<file path="config.mk">
export PLATFORM = sky130hd
export DESIGN_NAME = wavelet_tree_threshold_block_pruner
export DESIGN_NICKNAME = d
export VERILOG_FILES = /design/src/hdl/wttbp_pkg.sv /design/src/hdl/wttbp_front.sv /design/src/hdl/wttbp_queue.sv /design/src/hdl/wttbp_back.sv /design/src/hdl/wavelet_tree_threshold_block_pruner.sv
export SDC_FILE = /design/constraint.sdc
export NUM_CORES = 1
export LEC_CHECK = 0
export ABC_AREA = 1
export BUFFER_PORTS_ARGS = -buffer_cell sky130_fd_sc_hd__buf_2
export CORE_UTILIZATION = 55
export CTS_CLUSTER_SIZE = 14
export DETAILED_ROUTE_END_ITERATION = 6
export PLACE_DENSITY = 0.79
export SYNTH_ARGS = -nofsm -noshare
export SYNTH_HDL_FRONTEND = slang
export SYNTH_HIERARCHICAL = 1
export SYNTH_SLANG_ARGS = --single-unit
</file>
<file path="constraint.sdc">
create_clock -name clk_i -period 5.5 [get_ports clk_i]
set_input_delay 0.825 -clock clk_i [delete_from_list [all_inputs] [get_ports clk_i]]
set_output_delay 0.825 -clock clk_i [all_outputs]
set_load 0.005 [all_outputs]
</file>
<file path="src/hdl/wttbp_pkg.sv">
// ----------------------------------------------------------------------------
// wttbp_pkg
// Shared constants and types of the wavelet tree block pruner.
// ----------------------------------------------------------------------------
package wttbp_pkg;

  localparam int unsigned MAX_POINTS  = 1048576;
  localparam int unsigned COEFF_WIDTH = 32;

  localparam int unsigned W     = 21;
  localparam int unsigned CW    = 32;
  localparam int unsigned QDEPTH = 2;
  localparam int unsigned QPTRW  = (QDEPTH > 1) ? $clog2(QDEPTH) : 1;
  localparam int unsigned QCNTW  = $clog2(QDEPTH + 1);

  localparam logic [CW-1:0] COEFF_MASK =
    (COEFF_WIDTH >= CW) ? {CW{1'b1}} : CW'((64'd1 << COEFF_WIDTH) - 64'd1);

  localparam logic [63:0] SKIP_RAW = 64'(2 * 64'(MAX_POINTS) - 64'd2);
  localparam logic [W:0]  SKIP_LIMIT =
    (SKIP_RAW < 64'((1 << W) - 1)) ? (W+1)'(SKIP_RAW) : (W+1)'((1 << W) - 1);

  localparam logic [1:0] RegThreshold = 2'd0;
  localparam logic [1:0] RegMaxLen    = 2'd1;
  localparam logic [1:0] RegDataPts   = 2'd2;

  typedef struct packed {
    logic [CW-1:0] threshold;
    logic [W-1:0]  len_limit;
    logic [W-1:0]  data_points;
  } cfg_t;

  typedef struct packed {
    logic [W-1:0] node_index;
    logic [W-1:0] block_size;
    logic         last_block;
    logic         overrun_error;
  } res_t;

endpackage

</file>
<file path="src/hdl/wttbp_front.sv">
// ----------------------------------------------------------------------------
// wttbp_front
// Accepts tree nodes, tracks pass state and classifies each node as block.
// ----------------------------------------------------------------------------
module wttbp_front (
  input  logic                  clk_i,
  input  logic                  rst_ni,
  input  wttbp_pkg::cfg_t       cfg_i,
  input  logic                  accept_i,
  input  logic                  first_node_i,
  input  logic [31:0]           coeff_magnitude_i,
  input  logic                  is_leaf_i,
  input  logic [20:0]           node_size_i,
  output logic                  res_push_o,
  output wttbp_pkg::res_t       res_o
);
  import wttbp_pkg::*;

  logic [W-1:0] position_q, position_d;
  logic [W-1:0] skip_left_q, skip_left_d;
  logic [W-1:0] covered_q, covered_d;
  logic         pass_done_q, pass_done_d;

  logic [W-1:0] pos_e, skip_e, cov_e;
  logic         done_e;
  logic         hit;
  logic [W:0]   sum;
  logic [W:0]   skip_new;

  always_comb begin
    pos_e  = first_node_i ? '0 : position_q;
    skip_e = first_node_i ? '0 : skip_left_q;
    cov_e  = first_node_i ? '0 : covered_q;
    done_e = first_node_i ? 1'b0 : pass_done_q;

    hit = (((coeff_magnitude_i & COEFF_MASK) <= (cfg_i.threshold & COEFF_MASK)) || is_leaf_i)
          && ((cfg_i.len_limit == '0) || (node_size_i <= cfg_i.len_limit));
    sum = {1'b0, cov_e} + {1'b0, node_size_i};

    skip_new = (node_size_i == '0) ? '0 : ({node_size_i, 1'b0} - (W+1)'(2));
    if (skip_new > SKIP_LIMIT) skip_new = SKIP_LIMIT;

    position_d  = position_q;
    skip_left_d = skip_left_q;
    covered_d   = covered_q;
    pass_done_d = pass_done_q;
    res_push_o  = 1'b0;

    res_o.node_index    = pos_e;
    res_o.block_size    = node_size_i;
    res_o.last_block    = (sum == {1'b0, cfg_i.data_points});
    res_o.overrun_error = (sum > {1'b0, cfg_i.data_points});

    if (accept_i) begin
      position_d  = pos_e;
      skip_left_d = skip_e;
      covered_d   = cov_e;
      pass_done_d = done_e;
      if (!done_e) begin
        position_d = pos_e + W'(1);
        if (skip_e != '0) begin
          skip_left_d = skip_e - W'(1);
        end else if (hit) begin
          res_push_o = 1'b1;
          covered_d  = sum[W] ? {W{1'b1}} : sum[W-1:0];
          if (res_o.last_block || res_o.overrun_error) begin
            pass_done_d = 1'b1;
          end else begin
            skip_left_d = skip_new[W-1:0];
          end
        end
      end
    end
  end

  always_ff @(posedge clk_i or negedge rst_ni) begin
    if (!rst_ni) begin
      position_q  <= '0;
      skip_left_q <= '0;
      covered_q   <= '0;
      pass_done_q <= 1'b1;
    end else begin
      position_q  <= position_d;
      skip_left_q <= skip_left_d;
      covered_q   <= covered_d;
      pass_done_q <= pass_done_d;
    end
  end

endmodule

</file>
<file path="src/hdl/wttbp_queue.sv">
// ----------------------------------------------------------------------------
// wttbp_queue
// Short result queue between the classifier and the output stage.
// ----------------------------------------------------------------------------
module wttbp_queue (
  input  logic            clk_i,
  input  logic            rst_ni,
  input  logic            push_i,
  input  wttbp_pkg::res_t wdata_i,
  output logic            full_o,
  input  logic            pop_i,
  output logic            avail_o,
  output wttbp_pkg::res_t rdata_o
);
  import wttbp_pkg::*;

  res_t             mem_q [QDEPTH];
  logic [QPTRW-1:0] wr_ptr_q, wr_ptr_d, rd_ptr_q, rd_ptr_d;
  logic [QCNTW-1:0] count_q, count_d;
  logic             do_push, do_pop;

  assign full_o  = (count_q == QCNTW'(QDEPTH));
  assign avail_o = (count_q != '0);
  assign rdata_o = mem_q[rd_ptr_q];
  assign do_push = push_i && !full_o;
  assign do_pop  = pop_i && avail_o;

  always_comb begin
    wr_ptr_d = wr_ptr_q;
    rd_ptr_d = rd_ptr_q;
    count_d  = count_q;
    if (do_push) begin
      wr_ptr_d = (wr_ptr_q == QPTRW'(QDEPTH - 1)) ? '0 : wr_ptr_q + QPTRW'(1);
    end
    if (do_pop) begin
      rd_ptr_d = (rd_ptr_q == QPTRW'(QDEPTH - 1)) ? '0 : rd_ptr_q + QPTRW'(1);
    end
    if (do_push && !do_pop) count_d = count_q + QCNTW'(1);
    if (!do_push && do_pop) count_d = count_q - QCNTW'(1);
  end

  always_ff @(posedge clk_i or negedge rst_ni) begin
    if (!rst_ni) begin
      wr_ptr_q <= '0;
      rd_ptr_q <= '0;
      count_q  <= '0;
    end else begin
      wr_ptr_q <= wr_ptr_d;
      rd_ptr_q <= rd_ptr_d;
      count_q  <= count_d;
    end
  end

  always_ff @(posedge clk_i) begin
    if (do_push) mem_q[wr_ptr_q] <= wdata_i;
  end

endmodule

</file>
<file path="src/hdl/wttbp_back.sv">
// ----------------------------------------------------------------------------
// wttbp_back
// Output stage: holds the oldest result beat for the consumer.
// ----------------------------------------------------------------------------
module wttbp_back (
  input  logic            clk_i,
  input  logic            rst_ni,
  input  logic            avail_i,
  input  wttbp_pkg::res_t rdata_i,
  output logic            take_o,
  input  logic            pop,
  output logic            empty,
  output wttbp_pkg::res_t res_o
);
  import wttbp_pkg::*;

  logic valid_q, valid_d;
  res_t res_q;

  assign empty  = !valid_q;
  assign res_o  = res_q;
  assign take_o = avail_i && (!valid_q || pop);

  always_comb begin
    valid_d = valid_q;
    if (take_o)          valid_d = 1'b1;
    else if (pop)        valid_d = 1'b0;
  end

  always_ff @(posedge clk_i or negedge rst_ni) begin
    if (!rst_ni) begin
      valid_q <= 1'b0;
    end else begin
      valid_q <= valid_d;
    end
  end

  always_ff @(posedge clk_i) begin
    if (take_o) res_q <= rdata_i;
  end

endmodule

</file>
<file path="src/hdl/wavelet_tree_threshold_block_pruner.sv">
// ----------------------------------------------------------------------------
// wavelet_tree_threshold_block_pruner
// Selects blocks from a depth-first stream of Haar max-coefficient nodes.
// ----------------------------------------------------------------------------
// Takes one tree node per cycle: the node decision and the position, skip
// and coverage update are done combinationally in the front classifier,
// so push may stay high every cycle while the result side keeps up. A
// chosen block reaches the result ports after its node is accepted
// through a two-entry queue and then an output register; full is high
// while both queue entries hold beats behind an occupied output register,
// so up to three blocks can wait on a stalled consumer.
// ----------------------------------------------------------------------------
module wavelet_tree_threshold_block_pruner (
  input  logic        clk_i,
  input  logic        rst_ni,
  input  logic        psel,
  input  logic        penable,
  input  logic        pwrite,
  input  logic [3:0]  paddr,
  input  logic [31:0] pwdata,
  output logic [31:0] prdata,
  output logic        pready,
  input  logic        push,
  output logic        full,
  input  logic        first_node_i,
  input  logic [31:0] coeff_magnitude_i,
  input  logic        is_leaf_i,
  input  logic [20:0] node_size_i,
  output logic        empty,
  input  logic        pop,
  output logic [20:0] node_index_o,
  output logic [20:0] block_size_o,
  output logic        last_block_o,
  output logic        overrun_error_o
);
  import wttbp_pkg::*;

  cfg_t cfg_q, cfg_d;
  logic cfg_we;
  logic accept;
  logic res_push, q_avail, q_take;
  res_t res_front, res_head, res_out;

  assign pready = 1'b1;
  assign cfg_we = psel && penable && pwrite;

  always_comb begin
    cfg_d = cfg_q;
    if (cfg_we) begin
      unique case (paddr[3:2])
        RegThreshold: cfg_d.threshold     = pwdata;
        RegMaxLen:    cfg_d.len_limit     = pwdata[W-1:0];
        RegDataPts:   cfg_d.data_points   = pwdata[W-1:0];
        default:      cfg_d = cfg_q;
      endcase
    end
  end

  always_comb begin
    unique case (paddr[3:2])
      RegThreshold: prdata = cfg_q.threshold;
      RegMaxLen:    prdata = {11'd0, cfg_q.len_limit};
      RegDataPts:   prdata = {11'd0, cfg_q.data_points};
      default:      prdata = '0;
    endcase
  end

  always_ff @(posedge clk_i or negedge rst_ni) begin
    if (!rst_ni) begin
      cfg_q.threshold     <= '0;
      cfg_q.len_limit     <= '0;
      cfg_q.data_points   <= W'(1);
    end else begin
      cfg_q <= cfg_d;
    end
  end

  assign accept = push && !full;

  wttbp_front u_front (
    .clk_i             (clk_i),
    .rst_ni            (rst_ni),
    .cfg_i             (cfg_q),
    .accept_i          (accept),
    .first_node_i      (first_node_i),
    .coeff_magnitude_i (coeff_magnitude_i),
    .is_leaf_i         (is_leaf_i),
    .node_size_i       (node_size_i),
    .res_push_o        (res_push),
    .res_o             (res_front)
  );

  wttbp_queue u_queue (
    .clk_i   (clk_i),
    .rst_ni  (rst_ni),
    .push_i  (res_push),
    .wdata_i (res_front),
    .full_o  (full),
    .pop_i   (q_take),
    .avail_o (q_avail),
    .rdata_o (res_head)
  );

  wttbp_back u_back (
    .clk_i   (clk_i),
    .rst_ni  (rst_ni),
    .avail_i (q_avail),
    .rdata_i (res_head),
    .take_o  (q_take),
    .pop     (pop),
    .empty   (empty),
    .res_o   (res_out)
  );

  assign node_index_o    = res_out.node_index;
  assign block_size_o    = res_out.block_size;
  assign last_block_o    = res_out.last_block;
  assign overrun_error_o = res_out.overrun_error;

endmodule

</file>
# Word-level counts from Yosys, hierarchy flattened
# Memory sizes are Yosys's and may differ from the RTL's. A register that Yosys moved wholly into a read port is not among the register bits.
# Cells that the tools add are included.
# totals
ff_bits	143
latchBits	0
ram_bits	88
rom_bits	0
memories	1
# mem_list
name	depth	word_bits	read_ports	rd_clocked_by_memory_dff	write_ports	line_no	text
u_queue.mem_q	2	44	1	1	1	wttbp_queue.sv:17	res_t mem_q [QDEPTH];
# op_classes
n_addsub	8
mul	0
div	0
magnitude_cmp	4
n_eq_ne	4
shifts	0
muxes	32
bitwise	0
n_reduce_logical	27
# ops
op	n
$mux 21	13
$pmux 32 s3	1
$logic_not 21->1	2
$le 32x32->1	1
$add 21x21->22	1
$eq 22x21->1	1
$gt 22x21->1	1
$gt 22x21->1 const B	1
$mux 22	1
$sub 22x2->22 const B	1
$add 21x1->21 const B	1
$le 21x21->1	1
$reduce_bool 21->1	1
$sub 21x1->21 const B	1
$mux 1	15
$logic_and 1x1->1	9
$reduce_and 2->1	3
$reduce_bool 2->1	3
$eq 2x2->1 const B	2
$logic_not 1->1	4
$logic_or 1x1->1	4
$mux 2	2
$add 1x1->1 const B	2
$add 2x1->2 const B	1
other kinds (3)	3

# Depth between registers and ports, before layout
# depth
ltp_word	11
mapped_depth	36
mapped_depth_nobuf	32

# Cells and area by module
# The synthesis kept the hierarchy.
# by_module_without_submodules
mod	n_inst	cells_per_inst	area_each_um2	seq_area_each_um2
wttbp_front	1	1352	8336.7	1602.8
wttbp_queue	1	261	3907.5	2742.6
wavelet_tree_threshold_block_pruner	1	445	3340.7	1853.0
wttbp_back	1	50	1371.3	1346.3

# Worst setup path before layout
# OpenSTA, ideal clock, no wires.
# synth_timing
kind	input-to-reg
from	in first_node_i
to	mem u_queue/mem_q[1][0] (netlist bit) (enable)
setup_time_ns	0.445
arrival_time_ns	4.508
slack_ns	0.546
cell_stages	16
path_buffers	3
cell_sequence	buf_6 > inv_6 > buf_6 > buf_6 > nand2_1 > ha_1 > nand3_2 > nor2_4 > nand4_2 > inv_2 > nand4_4 > nor2_8 > nand3_1 > inv_1 > o21ai_1 > nor2_1
# synth_between
elab_chain_cells	8
elab_cells_between_ends	9
cone_classes	7 x mux; 2 x reduce/logical
# synth_rtl
element	line_no	text
start, declared	wavelet_tree_threshold_block_pruner.sv:25	input logic first_node_i,
$mux 21	wttbp_front.sv:32	skip_e = first_node_i ? '0 : skip_left_q;
$reduce_bool 21->1	wttbp_front.sv:61	if (skip_e != '0) begin
$mux 1	wttbp_front.sv:61	
$mux 1 (*)	wttbp_front.sv:59	if (!done_e) begin
$mux 1 (*)	wttbp_front.sv:54	if (accept_i) begin
via res_push	wavelet_tree_threshold_block_pruner.sv:41	logic res_push, q_avail, q_take;
$logic_and 1x1->1 (*)	wttbp_queue.sv:25	assign do_push = push_i && !full_o;
$mux 1 (*)	wttbp_queue.sv:55	if (do_push) mem_q[wr_ptr_q] <= wdata_i;
$mux 1 (not written as such) (*)	wttbp_queue.sv:55	
end, declared	wttbp_queue.sv:17	
# Mark *: on every way through the listed nets, which the timed path passes. The rest lies on a longest branch.

# Worst setup path in the final report
# layout_timing
from	in first_node_i
to	reg u_front.skip_left_q[20]
# layout_between
elab_chain_cells	8
elab_cells_between_ends	13
cone_classes	2 x add/sub; 1 x order compare; 1 x eq/ne; 7 x mux; 2 x reduce/logical
# layout_rtl
element	line_no	text
$mux 21	wttbp_front.sv:33	cov_e = first_node_i ? '0 : covered_q;
$add 21x21->22	wttbp_front.sv:38	sum = {1'b0, cov_e} + {1'b0, node_size_i};
$gt 22x21->1 / $eq 22x21->1 (equally long branches)	wttbp_front.sv:52, wttbp_front.sv:51	
$logic_or 1x1->1	wttbp_front.sv:66	if (res_o.last_block || res_o.overrun_error) begin
$mux 21	wttbp_front.sv:66	
$mux 21	wttbp_front.sv:63	end else if (hit) begin
$mux 21	wttbp_front.sv:61	
$mux 21 (*)	wttbp_front.sv:59	
end signal, assigned	wttbp_front.sv:84	skip_left_q <= skip_left_d;
end, declared	wttbp_front.sv:20	logic [W-1:0] skip_left_q, skip_left_d;
# Every way passes the cells marked *; elsewhere a longest branch is shown, timed or not.
# A chain may end at the register's enable or synchronous reset.

==> impl_metrics.toml <==
[yosys]
synth.distinct_cells = 45
ys.flop_type = "dfrtp_1"
async_flop_share_pct = 52.00
synth.most_common_cell = "nand2_1"
synth_edf_count = 132
synth_seq_area_share_pct = 44.50
ys_seq_elements = 275
yosys_warnings = 6
synth_common_cells = "nand2_1 (686), inv_1 (276), nor2_1 (162), dfrtp_1 (141), edfxtp_1 (132)"
syn-num-nets = 2307
synth_area_leaders = "edfxtp_1 (23%), dfrtp_1 (21%), nand2_1 (15%)"
synth_top_cell_by_area = "edfxtp_1"
synth_cells = 2108
syn-cell-area_um2 = 16960
synth_top_area_share_pct = 23.38
syn_area_per_cell_um2 = 8.044

[layout]
layoutNonFillerInstCount = 2665
fillCellCount = 2535
syn_to_final_growth_pct = 11.11
final_nets = 2451
drive_above_1_share_pct = 16.26
antenna_cells = 0
final-seq-area_um2 = 7545
multiInputGateArea_um2 = 7756

[sta]
finalHoldViolations = 0
worst_slack_ns = 0.8909
maxSlewHeadroom_pct = 30.89
fin_crit_sh_pct = 83.80
tightest_slew_ns = 1.035
fin_crit_ns = 4.609
fin_tns_setup_ns = 0
finClkSkew_ns = 0.01594
rsz0062_at_grt = "no"
maxSlewViolCount = 0
setup_viol = 0
max_freq_mhz = 217.0

[global_routing]
grtUsageTotal_pct = 27.66
grt_pass1_wl_mm = 69.02
grt_max_degree = 82
antenna_found_initial = 1
grt_overflow = 0
grt_pass1_vias = 13819

[clocking]
clk_pin_slew_ns = 0.06
ctsHoldBuffers = 0
cts_sinks = 275
tritoncts = "yes"
cts_setup_buffers = 0
clock_path_buffers = 3
cts_resized = 0
cts_buffers = 29
root_buffer = "clkbuf_16"
htree_levels = 1
clkLatencyLatePin_ns = 0.56

[placement]
port_buffers = 173
pre_cts_ws_ns = 0.4995
gp_congestion = 0.9208
dp.cells = 2611
dp_hpwl_mm = 31.46

[routing]
firstDrtPassIters = 5
wirelength_mm = 42.56
drt_iter0_markers = 1082
ant_nets = 0
drc = 0
vias = 14127
post_drt_wl_per_cell_um = 15.97
vias_per_cell = 5.301

[worst_setup_path]
startpoint_type = "input pin"
crit_path_frequent_cell = "nand2_1"
cp_max_fo = 12
endpoint_kind = "flip-flop"
worst-setup-path-type = "in2reg"
cp.arrival_ns = 5.08
cp_slowest_stage_delay_ns = 0.42
cp_slowest_cell = "fa_1"
reg2regPathDepth = 30
required_ns = 5.97

[hold_path]
hp-class = "in2async"

[power]
power.total_mw = 5.967
vdd_drop_max_uv = 211.0
power_leakage_nw = 9.595
powerDensity_nw_per_um2 = 316.7

[die]
die_h_um = 177.6
die_w_um = 177.6
ios = 177
start_util_pct = 56.61
num_rows = 63
die-area_um2 = 31540
core_um2 = 29950

[flow_run]
cap_violations = 0

[status]
status = "completed"
per-stage QoR:
| step | util, % | hold WS, ns | cell area (µm²) |
|---|---|---|---|
| detailed placement | 59.83 | 0.4614 | 17920 |
| CTS | 62.90 | 0.3698 | 18840 |
| global route | 62.90 | 0.3943 | 18840 |
| global placement | 59.83 | 0.4565 | 17920 |
| finish | 62.90 | 0.3329 | 18840 |
| floorplan | - | 0.4417 | 16960 |
layout by cell type, fill, tap and decap left out, drive strengths merged:
cell,Yosys,layout
a21boi,3,3
a21o,5,5
a21oi,79,79
a31oi,6,6
and2,4,4
buf,61,192
bufinv,0,1
clkbuf,18,40
clkinv,0,10
clkinvlp,0,2
conb,1,1
dfrtp,141,141
dfstp,2,2
edfxtp,132,132
fa,1,1
ha,100,100
inv,293,294
nand2,775,775
nand3,102,102
nand3b,1,1
nand4,22,22
nor2,175,175
nor3,27,27
nor4,6,6
o21a,2,2
o21ai,84,84
o21bai,8,8
o31ai,1,1
or2,3,3
xnor2,12,12
xor2,44,44
path summary, 6_finish.rpt:
check                                     startpoint                       to  slack [ns]
worst max register to register  u_front/covered_q[0]  u_front/skip_left_q[20]        1.08
worst min-delay path                          rst_ni    u_front/position_q[8]        0.33
worst min register to register    u_queue/count_q[1]       u_queue/count_q[1]        0.48
worst max-delay path                    first_node_i  u_front/skip_left_q[20]        0.89
min in group clk_i                               pop           u_back/valid_q        0.46
max in group asynchronous                     rst_ni                 cfg_q[0]        4.17
area by class of cell:
type / instances / share of cell area (%)
inverters: 293 / 5.930
multi-input cells: 1461 / 41.17
well taps: 390 / 2.590
repair buffers: 192 / 5.386
flip-flops and latches: 275 / 40.05
clock inverters: 14 / 0.5977
clock buffers: 40 / 4.283
report_power, final:
part	total, mW	internal [mW]	switching (mW)
registers	2.57	2.42	0.152
clock network	1.89	1.07	0.817
logic	1.51	0.515	0.994
total	5.97	4.01	1.96
critical path, delay by kind of cell:
family                     cells  cell delay (ns)
adders and majority gates      3             0.83
xor gates and xnor gates       1             0.21
and+or+nand+nor               14             1.41
AOI/OAI and AO/OA              6             1.00
buffers and inverters          8             0.79
routing by layer:
metal  vias to the layer above  share of wire, %  routed length [µm]  track usage (%)
li1                       6928                 -                   -                -
met1                      6600                43               18490            36.62
met2                       506                47               20120            46.97
met3                        93               6.3                2668            3.213
met4                         0               3.0                1287            9.402
met5                         -                 0                   0                0
flip-flops by register name, indices dropped and copies added (netlist names), 2 cells and up:
signal and cells:
u_queue/mem_q 88, cfg_q 74, u_back/res_o 44, u_front/covered_q 21
u_front/position_q 21, u_front/skip_left_q 21, u_queue/count_q 2
cells by family (layout without fill, tap and decap cells):
group           after synthesis  count (layout)  synth area share [%]
simple gates               1115            1115                 29.24
buf+inv                     372             539                 9.888
flops                       275             275                 44.50
compound gates              188             188                 5.962
fa+ha+maj                   101             101                 7.497
xor+xnor                     56              56                 2.893
other cells                   1               1               0.02212
Power figures use the tool's default switching activity.
